`src/rtl/bhpq_pkg.sv`:
```
`default_nettype none

package bhpq_pkg;

  // heap geometry
  localparam int CAPACITY = 64;
  localparam int KEY_W    = 32;
  localparam int NODE_W   = $clog2(CAPACITY + 1);
  localparam int LEVELS   = NODE_W;
  localparam int LVL_W    = $clog2(LEVELS);
  localparam int PA_W     = ($clog2(CAPACITY) > 1) ? $clog2(CAPACITY) - 1 : 1;

  // words that travel down the chain (toward the leaves)
  typedef enum logic [1:0] {
    DN_SEEK_INS,
    DN_SEEK_GET,
    DN_SIFT,
    DN_WB
  } dn_op_t;

  // words that travel up the chain (toward the root)
  typedef enum logic [1:0] {
    UP_SIFT,
    UP_WB,
    UP_GET
  } up_op_t;

  typedef struct packed {
    logic              valid;
    dn_op_t            op;
    logic [NODE_W-1:0] node;
    logic [KEY_W-1:0]  key;
  } dn_link_t;

  typedef struct packed {
    logic              valid;
    up_op_t            op;
    logic [NODE_W-1:0] node;
    logic [KEY_W-1:0]  key;
  } up_link_t;

  // one level's access to its pair of key RAMs
  typedef struct packed {
    logic [PA_W-1:0]  rd_addr;
    logic [PA_W-1:0]  wr_addr;
    logic             we_l;
    logic             we_r;
    logic [KEY_W-1:0] wr_data;
  } mem_req_t;

  // true when a must sit below b under the current order
  function automatic logic ranks_after(input logic ord, input logic [KEY_W-1:0] a,
                                       input logic [KEY_W-1:0] b);
    return ord ? (a < b) : (a > b);
  endfunction

endpackage

`default_nettype wire

```
`src/rtl/bhpq_cell.sv`:
```
`default_nettype none

module bhpq_cell import bhpq_pkg::*; (
  input  wire logic              clk,
  input  wire logic              rst_n,
  input  wire logic [LVL_W-1:0]  level_i,
  input  wire logic              order_i,
  input  wire logic [NODE_W-1:0] fill_i,
  input  wire dn_link_t          dn_i,
  output dn_link_t               dn_o,
  input  wire up_link_t          up_i,
  output up_link_t               up_o,
  output logic                   busy_o,
  output mem_req_t               mem_o,
  input  wire logic [KEY_W-1:0]  rd_l_i,
  input  wire logic [KEY_W-1:0]  rd_r_i
);

  typedef enum logic [1:0] {
    K_SIFT_DN,
    K_SIFT_UP,
    K_GET
  } kind_t;

  logic              st_vld_r, st_vld_nxt;
  kind_t             st_kind_r, st_kind_nxt;
  logic [NODE_W-1:0] st_node_r, st_node_nxt;
  logic [KEY_W-1:0]  st_key_r, st_key_nxt;
  dn_link_t          dn_r, dn_nxt;
  up_link_t          up_r, up_nxt;

  logic [LVL_W-1:0]  lvl_m1;
  logic [NODE_W-1:0] lvl_mask;
  logic              in_mine;
  logic [NODE_W-1:0] rd_pair_node;
  logic [NODE_W-1:0] rd_pair_idx;

  logic              has_right;
  logic              pick_r;
  logic [KEY_W-1:0]  pick_key;
  logic              dn_swap;
  logic [NODE_W-1:0] child;
  logic              has_gc;
  logic [KEY_W-1:0]  par_key;
  logic              up_swap;
  logic [KEY_W-1:0]  own_key;

  logic              wr_en;
  logic              wr_side;
  logic [NODE_W-1:0] wr_pair_node;
  logic [NODE_W-1:0] wr_pair_idx;
  logic [KEY_W-1:0]  wr_data;

  // locate this level: pair index is the node's parent with the level bit dropped
  assign lvl_m1   = level_i - LVL_W'(1);
  assign lvl_mask = (NODE_W'(1) << lvl_m1) - NODE_W'(1);
  assign in_mine  = (dn_i.node >> level_i) == NODE_W'(1);

  // pick the pair to read from the incoming word
  always_comb begin
    if (up_i.valid) begin
      rd_pair_node = up_i.node >> 2;
    end else if (dn_i.op == DN_SIFT) begin
      rd_pair_node = dn_i.node;
    end else begin
      rd_pair_node = dn_i.node >> 1;
    end
  end

  assign rd_pair_idx = rd_pair_node & lvl_mask;

  // sift-down decision over the two children just read
  assign has_right = {st_node_r, 1'b1} <= {1'b0, fill_i};
  assign pick_r    = has_right && !ranks_after(order_i, rd_r_i, rd_l_i);
  assign pick_key  = pick_r ? rd_r_i : rd_l_i;
  assign dn_swap   = ranks_after(order_i, st_key_r, pick_key);
  assign child     = {st_node_r[NODE_W-2:0], pick_r};
  assign has_gc    = {child, 1'b0} <= {1'b0, fill_i};

  // sift-up decision against the parent just read
  assign par_key = st_node_r[1] ? rd_r_i : rd_l_i;
  assign up_swap = ranks_after(order_i, par_key, st_key_r);

  // plain fetch of one of this level's entries
  assign own_key = st_node_r[0] ? rd_r_i : rd_l_i;

  always_comb begin
    st_vld_nxt   = 1'b0;
    st_kind_nxt  = st_kind_r;
    st_node_nxt  = st_node_r;
    st_key_nxt   = st_key_r;
    dn_nxt       = '0;
    up_nxt       = '0;
    wr_en        = 1'b0;
    wr_side      = 1'b0;
    wr_pair_node = '0;
    wr_data      = '0;

    // finish the step whose RAM data is now back
    if (st_vld_r) begin
      unique case (st_kind_r)
        K_SIFT_DN: begin
          up_nxt = '{valid: 1'b1, op: UP_WB, node: st_node_r,
                     key: dn_swap ? pick_key : st_key_r};
          if (has_gc) begin
            dn_nxt = '{valid: 1'b1, op: DN_SIFT, node: child,
                       key: dn_swap ? st_key_r : pick_key};
          end else begin
            wr_en        = 1'b1;
            wr_side      = pick_r;
            wr_pair_node = st_node_r;
            wr_data      = dn_swap ? st_key_r : pick_key;
          end
        end
        K_SIFT_UP: begin
          dn_nxt = '{valid: 1'b1, op: DN_WB, node: st_node_r,
                     key: up_swap ? par_key : st_key_r};
          up_nxt = '{valid: 1'b1, op: UP_SIFT, node: st_node_r >> 1,
                     key: up_swap ? st_key_r : par_key};
        end
        K_GET: begin
          up_nxt = '{valid: 1'b1, op: UP_GET, node: st_node_r, key: own_key};
        end
        default: begin
        end
      endcase
    end

    // take a word from the level above
    if (dn_i.valid) begin
      unique case (dn_i.op)
        DN_SEEK_INS: begin
          if (in_mine) begin
            up_nxt = '{valid: 1'b1, op: UP_SIFT, node: dn_i.node, key: dn_i.key};
          end else begin
            dn_nxt = dn_i;
          end
        end
        DN_SEEK_GET: begin
          if (in_mine) begin
            st_vld_nxt  = 1'b1;
            st_kind_nxt = K_GET;
            st_node_nxt = dn_i.node;
          end else begin
            dn_nxt = dn_i;
          end
        end
        DN_SIFT: begin
          st_vld_nxt  = 1'b1;
          st_kind_nxt = K_SIFT_DN;
          st_node_nxt = dn_i.node;
          st_key_nxt  = dn_i.key;
        end
        DN_WB: begin
          wr_en        = 1'b1;
          wr_side      = dn_i.node[0];
          wr_pair_node = dn_i.node >> 1;
          wr_data      = dn_i.key;
        end
      endcase
    end

    // take a word from the level below
    if (up_i.valid) begin
      unique case (up_i.op)
        UP_SIFT: begin
          st_vld_nxt  = 1'b1;
          st_kind_nxt = K_SIFT_UP;
          st_node_nxt = up_i.node;
          st_key_nxt  = up_i.key;
        end
        UP_WB: begin
          wr_en        = 1'b1;
          wr_side      = up_i.node[0];
          wr_pair_node = up_i.node >> 1;
          wr_data      = up_i.key;
        end
        UP_GET: begin
          up_nxt = up_i;
        end
        default: begin
        end
      endcase
    end
  end

  assign wr_pair_idx = wr_pair_node & lvl_mask;

  always_comb begin
    mem_o.rd_addr = rd_pair_idx[PA_W-1:0];
    mem_o.wr_addr = wr_pair_idx[PA_W-1:0];
    mem_o.we_l    = wr_en && !wr_side;
    mem_o.we_r    = wr_en && wr_side;
    mem_o.wr_data = wr_data;
  end

  // hold the step in flight and the words handed to the neighbors
  always_ff @(posedge clk) begin
    if (!rst_n) begin
      st_vld_r   <= 1'b0;
      dn_r.valid <= 1'b0;
      up_r.valid <= 1'b0;
    end else begin
      st_vld_r   <= st_vld_nxt;
      dn_r.valid <= dn_nxt.valid;
      up_r.valid <= up_nxt.valid;
    end
    st_kind_r <= st_kind_nxt;
    st_node_r <= st_node_nxt;
    st_key_r  <= st_key_nxt;
    dn_r.op   <= dn_nxt.op;
    dn_r.node <= dn_nxt.node;
    dn_r.key  <= dn_nxt.key;
    up_r.op   <= up_nxt.op;
    up_r.node <= up_nxt.node;
    up_r.key  <= up_nxt.key;
  end

  assign dn_o   = dn_r;
  assign up_o   = up_r;
  assign busy_o = st_vld_r;

endmodule

`default_nettype wire

```
`config.mk`:
```
export PLATFORM = sky130hd
export DESIGN_NAME = bhpq_cell
export DESIGN_NICKNAME = d
export VERILOG_FILES = /design/src/rtl/bhpq_pkg.sv /design/src/rtl/bhpq_cell.sv
export SDC_FILE = /design/constraint.sdc
export NUM_CORES = 1
export LEC_CHECK = 0
export ABC_CLOCK_PERIOD_IN_PS = 14000
export BUFFER_PORTS_ARGS = -buffer_cell sky130_fd_sc_hd__buf_2
export CAP_MARGIN = 20
export CELL_PAD_IN_SITES_DETAIL_PLACEMENT = 2
export CELL_PAD_IN_SITES_GLOBAL_PLACEMENT = 2
export CORE_MARGIN = 1.5
export CORE_UTILIZATION = 33
export DETAILED_ROUTE_END_ITERATION = 12
export PLACE_DENSITY = 0.95
export SYNTH_ARGS = -nofsm -noshare
export SYNTH_HDL_FRONTEND = slang
export SYNTH_SLANG_ARGS = --single-unit
```
`constraint.sdc`:
```
create_clock -name clk -period 14 [get_ports clk]
set_input_delay 2.1 -clock clk [delete_from_list [all_inputs] [get_ports clk]]
set_output_delay 2.1 -clock clk [all_outputs]
set_load 0.005 [all_outputs]
```
## After elaboration in Yosys (flattened, before gate mapping)

Index checks and enable logic that the tools add are counted.

- Memories: 0
- Flip-flop bits (word level): 126
- Bits in latches: 0
- Input port bits: 161
- Bits in writable memories: 0
- Memory bits (read-only): 0
- Logic and storage cells: 115
- Output and inout port bits: 129

- Bitwise operators: 2
- Shifts and indexed selects: 2
- Divide/modulo/power cells: 0
- Reductions and logical operators: 9
- Multiply operators: 0
- Order comparisons: 8
- $add $sub $neg: 2
- Muxes and demuxes: 72
- Equal/unequal tests: 8

Operators by type and width:

| operator | number |
|---|---|
| 2-to-1 mux 32 bit | 18 |
| 2-to-1 mux 42 bit | 11 |
| one-hot mux 42 bit (3 select lines) | 1 |
| > comparator 32 bit | 3 |
| less-than comparator 32 bit | 3 |
| one-hot mux 42 bit (2 select lines) | 1 |
| 2-to-1 mux 5 bit | 9 |
| 2-to-1 mux 7 bit | 4 |
| 2-to-1 mux 1 bit | 21 |
| <= comparator 8 x 7 -> 1 bit | 2 |
| one-hot mux 7 bit (2 select lines) | 1 |
| AND 5 bit | 2 |
| equality test 2 bit (second input constant) | 4 |
| 2-to-1 mux 2 bit | 4 |
| equality test 7 x 1 -> 1 bit (second input constant) | 1 |
| >> shifter 7 x 3 -> 7 bit | 1 |
| equality test 2 x 1 -> 1 bit (second input constant) | 3 |
| zero test 2 bit | 3 |
| << shifter 1 x 3 -> 5 bit (first input constant) | 1 |
| subtractor 5 x 2 -> 5 bit (second input constant) | 1 |
| one-hot mux 2 bit (2 select lines) | 1 |
| logical AND 1 bit | 3 |
| subtractor 3 x 1 -> 3 bit (second input constant) | 1 |
| zero test 1 bit | 2 |
| 2 further kinds | 2 |

## Depth between registers and ports, before layout

- Depth in word-level cells: 15
- Mapped depth: 24
- Gate-level depth less buffers: 18

## Worst setup path after synthesis

Ideal clock, no wire load.

- Path kind: input to output
- Start: input port rd_l_i[14]
- End: output port mem_o[1] in the netlist's numbering
- Setup slack: 5.364 ns
- Arrival: 6.536 ns
- Required time: 11.900 ns
- Buffers on the path: 3
- Cell stages on the path: 20
- Path through: inv_1 > ha_1 > a21oi_1 > nand2_1 > a221o_1 > o31ai_1 > a21oi_1 > clkbuf_1 > buf_2 > a21oi_1 > nor2_1 > ha_1 > nand4_1 > or4_1 > or4_4 > o221ai_4 > nor2_2 > buf_2 > o311a_1 > o22a_1

RTL lines:

| element | line | RTL |
|---|---|---|
| start, declared | bhpq_cell.sv:15 | `input wire logic [KEY_W-1:0] rd_l_i,` |
| end, declared | bhpq_cell.sv:14 | `output mem_req_t mem_o,` |

==> flow_results.xml <==
<?xml version="1.0" encoding="UTF-8"?>
<metrics>
  <group name="sta">
    <metric name="relSlewSlack" unit="">0.252</metric>
    <metric name="final-setup-viol-count" unit="">0</metric>
    <metric name="slew_viol_final" unit="">0</metric>
    <metric name="achievable-frequency" unit="MHz">87.1</metric>
    <metric name="fin_hold_ws" unit="ns">0.619</metric>
    <metric name="fin_setup_tns" unit="ns">0</metric>
    <metric name="period_minus_slack" unit="ns">11.48</metric>
    <metric name="period_utilisation_layout" unit="">0.820</metric>
    <metric name="hold_viol_final" unit="">0</metric>
    <metric name="worst_pin_slew" unit="ns">1.12</metric>
    <metric name="clock_skews" unit="ns">0.0164</metric>
    <metric name="grt_setup_unrepaired" unit="">no</metric>
  </group>
  <group name="global_routing">
    <metric name="grt_pass1_wl" unit="um">111000</metric>
    <metric name="track_usage" unit="">0.354</metric>
    <metric name="grt_antenna_before_repair" unit="">5</metric>
    <metric name="global_route.overflow_total" unit="">0</metric>
    <metric name="largest_net_degree_at_the_start_of_global_routing" unit="">97</metric>
    <metric name="grt_pass1_vias" unit="">18531</metric>
  </group>
  <group name="clock_tree">
    <metric name="h_tree_depth" unit="">4</metric>
    <metric name="cts_setup_buffers" unit="">0</metric>
    <metric name="tritoncts_num_sinks" unit="">126</metric>
    <metric name="clk_path_buf_depth" unit="">2</metric>
    <metric name="post_cts_resized" unit="">0</metric>
    <metric name="clock_transition_at_path_regs" unit="ns">0.07</metric>
    <metric name="cts_made_buffers" unit="">17</metric>
    <metric name="cts-root-buf" unit="">sky130_fd_sc_hd__clkbuf_16</metric>
    <metric name="tritoncts" unit="">yes</metric>
    <metric name="cts-hold-fix-buffers" unit="">0</metric>
    <metric name="clk-insertion-delay-late" unit="ns">0.48</metric>
  </group>
  <group name="power_and_ir_drop">
    <metric name="ir_worst_vdd" unit="V">0.000109</metric>
    <metric name="power.static_leakage" unit="nW">7.46</metric>
    <metric name="powerDensity" unit="nW/um2">133</metric>
  </group>
  <group name="logic_synthesis">
    <metric name="synthArstFlopShare" unit="">0</metric>
    <metric name="ys_top_cells_by_count" unit="">285 x sky130_fd_sc_hd__nand2_1, 216 x sky130_fd_sc_hd__o21ai_0, 151 x sky130_fd_sc_hd__a21oi_1</metric>
    <metric name="synth_mux_area_frac" unit="">0.0539</metric>
    <metric name="syn_nets" unit="">2121</metric>
    <metric name="synth-compound-area-share" unit="">0.325</metric>
    <metric name="yosysWarnings" unit="">0</metric>
    <metric name="synth_area_leaders" unit="">sky130_fd_sc_hd__dfxtp_1 20%, sky130_fd_sc_hd__ha_1 11%, sky130_fd_sc_hd__o21ai_0 8.4%</metric>
    <metric name="synth_flop_cell" unit="">sky130_fd_sc_hd__dfxtp_1</metric>
    <metric name="distinct_cell_type_count_of_the_synthesized_netlist" unit="">70</metric>
    <metric name="synthCells" unit="">1846</metric>
    <metric name="yosys.area_share.simple" unit="">0.240</metric>
    <metric name="yosys.area_share.xor_xnor" unit="">0.00136</metric>
    <metric name="yosysSeqAreaShare" unit="">0.196</metric>
    <metric name="synth_top_family_by_area" unit="">compound AO/OA/AOI/OAI gates</metric>
    <metric name="post_synth_instance_area" unit="um2">12900</metric>
    <metric name="synth_area_per_cell" unit="um2">6.99</metric>
    <metric name="most_instantiated_library_cell_after_synthesis" unit="">sky130_fd_sc_hd__nand2_1</metric>
    <metric name="synth.ff_latch_count" unit="">126</metric>
    <metric name="synth_top_area_share" unit="">0.196</metric>
    <metric name="count_of_flip_flops_with_a_built_in_enable_after_synthesis" unit="">0</metric>
    <metric name="synth_fa_ha_area_frac" unit="">0.111</metric>
    <metric name="synth_largest_area_cell" unit="">sky130_fd_sc_hd__dfxtp_1</metric>
  </group>
  <group name="finish">
    <metric name="instances_no_fill" unit="">2563</metric>
    <metric name="final_layout_net_count" unit="">2304</metric>
    <metric name="flow.area_growth_from_synthesis" unit="%">18.6</metric>
    <metric name="nFillCells" unit="">4592</metric>
    <metric name="layout.core_utilization" unit="">0.396</metric>
    <metric name="final_layout_size_suffix_gt1_frac" unit="">0.183</metric>
  </group>
  <group name="placed_design">
    <metric name="place_inst" unit="">2527</metric>
    <metric name="globalplace.congestion" unit="">0.898</metric>
    <metric name="place_hpwl" unit="um">50000</metric>
    <metric name="buffer_ports.inserted" unit="">289</metric>
  </group>
  <group name="worst_setup_path">
    <metric name="crit_fanout" unit="">37</metric>
    <metric name="setup_crit_end_kind" unit="">output port</metric>
    <metric name="critical_path_required" unit="ns">11.90</metric>
    <metric name="worst_setup_path_start_kind" unit="">input port</metric>
    <metric name="critical_path_arrival" unit="ns">9.38</metric>
    <metric name="worstSetupPathType" unit="">input port to output port</metric>
  </group>
  <group name="hold_path">
    <metric name="min-delay-path-class" unit="">flip-flop to flip-flop</metric>
  </group>
  <group name="job">
    <metric name="timing.max_cap.violations" unit="">0</metric>
  </group>
  <group name="floorplanning">
    <metric name="dieHeight" unit="um">201</metric>
    <metric name="die_w" unit="um">201</metric>
    <metric name="rows" unit="">72</metric>
    <metric name="floorplan.initialDensity" unit="">0.334</metric>
    <metric name="dieArea" unit="um2">40300</metric>
    <metric name="num_io_pins" unit="">290</metric>
    <metric name="floorplan.core_area" unit="um2">38600</metric>
  </group>
  <group name="route">
    <metric name="initialDrtViolationCount" unit="">1266</metric>
    <metric name="route.detailed.drc" unit="">0</metric>
    <metric name="postRouteAntennaNets" unit="">0</metric>
    <metric name="avgRoutedWirePerCell" unit="um">28.5</metric>
    <metric name="vias" unit="">16812</metric>
    <metric name="router_iterations_before_antenna_repair" unit="">7</metric>
    <metric name="routed_wl" unit="um">73200</metric>
    <metric name="avgViaCountPerCell" unit="">6.56</metric>
  </group>
  <group name="status">
    <metric name="run_status" unit="">finished clean</metric>
  </group>
</metrics>
[placed cells by master (no fill, tap or decap), drive strengths merged, types with 6 or more instances in the layout]
| master | count |
|---|---|
| a31oi | 12 |
| o31a | 33 |
| and2 | 7 |
| nand3 | 144 |
| clkbuf | 19 |
| o22a | 31 |
| nand4 | 19 |
| a21oi | 151 |
| o31ai | 32 |
| nor2b | 9 |
| ha | 114 |
| and3 | 64 |
| nor2 | 76 |
| dfxtp | 126 |
| a21o | 12 |
| o311a | 55 |
| mux2i | 65 |
| nor3 | 21 |
| a211oi | 8 |
| nand2b | 7 |
| buf | 315 |
| a221oi | 7 |
| a221o | 6 |
| nand2 | 286 |
| a22oi | 7 |
| inv | 85 |
| o221ai | 29 |
| o21ai | 217 |
| a311oi | 9 |
[sequential cells by signal, indices dropped and copies added, names as in the netlist]
signal     cells
dn_o          42
st_node_r      7
up_o          42
busy_o         1
st_key_r      32
st_kind_r      2
[layout make-up]
type                       instances  area [um2]  area share
multi-input combinational       1485        9500       0.621
sequential                       126        2520       0.165
timing repair buffer             315        1660       0.109
tap                              518         648      0.0424
clock buffer                      19         443      0.0290
inverter                          84         315      0.0206
clock inverter                    12         186      0.0122
antenna                            4        10.0    0.000655
[power breakdown]
part / total, mW / switching [mW] / internal [mW]
Combinational: 1.07 / 0.730 / 0.343
Clock: 0.514 / 0.211 / 0.303
Sequential: 0.451 / 0.0479 / 0.403
[final timing paths]
path,slack (ns),depth (start not counted),endpoint,startpoint
max,2.52,20,mem_o[24],rd_l_i[5]
min,0.62,2,st_key_r[11],st_key_r[11]
max reg2reg,6.73,18,up_o[1],st_node_r[2]
min reg2reg,0.62,2,st_key_r[11],st_key_r[11]
[routing by layer]
layer | wire length [um] | up-vias | track usage | share of wire
met5 | 12 | - | 0 | 0.00016
met4 | 4080 | 2 | 0.216 | 0.056
met3 | 4550 | 305 | 0.0698 | 0.062
met2 | 35400 | 890 | 0.612 | 0.48
met1 | 29100 | 8385 | 0.403 | 0.40
li1 | - | 7230 | - | -
[through the flow]
step           power, mW  cell area, um2  worst slack [ns]
2_1_floorplan       1.08           12900              5.36
3_3_place_gp        1.39           14600              3.27
3_5_place_dp        1.47           14600              2.79
4_1_cts             2.01           15300              2.72
5_1_grt             2.12           15300              2.41
6_report            2.04           15300              2.52
[worst max-delay path: stages]
cell	delay, ns
sky130_fd_sc_hd__buf_2	0.11
sky130_fd_sc_hd__inv_1	0.10
sky130_fd_sc_hd__ha_1	0.35
sky130_fd_sc_hd__nand4_1	0.23
sky130_fd_sc_hd__a2111oi_1	0.66
sky130_fd_sc_hd__o31ai_1	0.23
sky130_fd_sc_hd__a21oi_4	0.66
sky130_fd_sc_hd__buf_4	0.50
sky130_fd_sc_hd__and3_1	0.34
sky130_fd_sc_hd__nor2_1	0.12
sky130_fd_sc_hd__ha_1	0.35
sky130_fd_sc_hd__nand4_1	0.24
sky130_fd_sc_hd__or4_1	0.63
sky130_fd_sc_hd__a21o_1	0.21
sky130_fd_sc_hd__a32oi_1	0.27
sky130_fd_sc_hd__or3_1	0.88
sky130_fd_sc_hd__nand2_8	0.44
sky130_fd_sc_hd__a311oi_1	0.60
sky130_fd_sc_hd__o22a_1	0.21
sky130_fd_sc_hd__buf_2	0.11
[cell families (layout without fill, tap and decap cells)]
kind of cell / Yosys count / in the layout
adders and majority gates: 114 / 114
other: 0 / 4
AOI/OAI and AO/OA: 638 / 638
xor gates and xnor gates: 2 / 2
and+or+nand+nor: 662 / 662
buffers and inverters: 235 / 430
muxes: 69 / 69
DFF: 126 / 126
No activity file was read; power rests on OpenSTA's default activity.
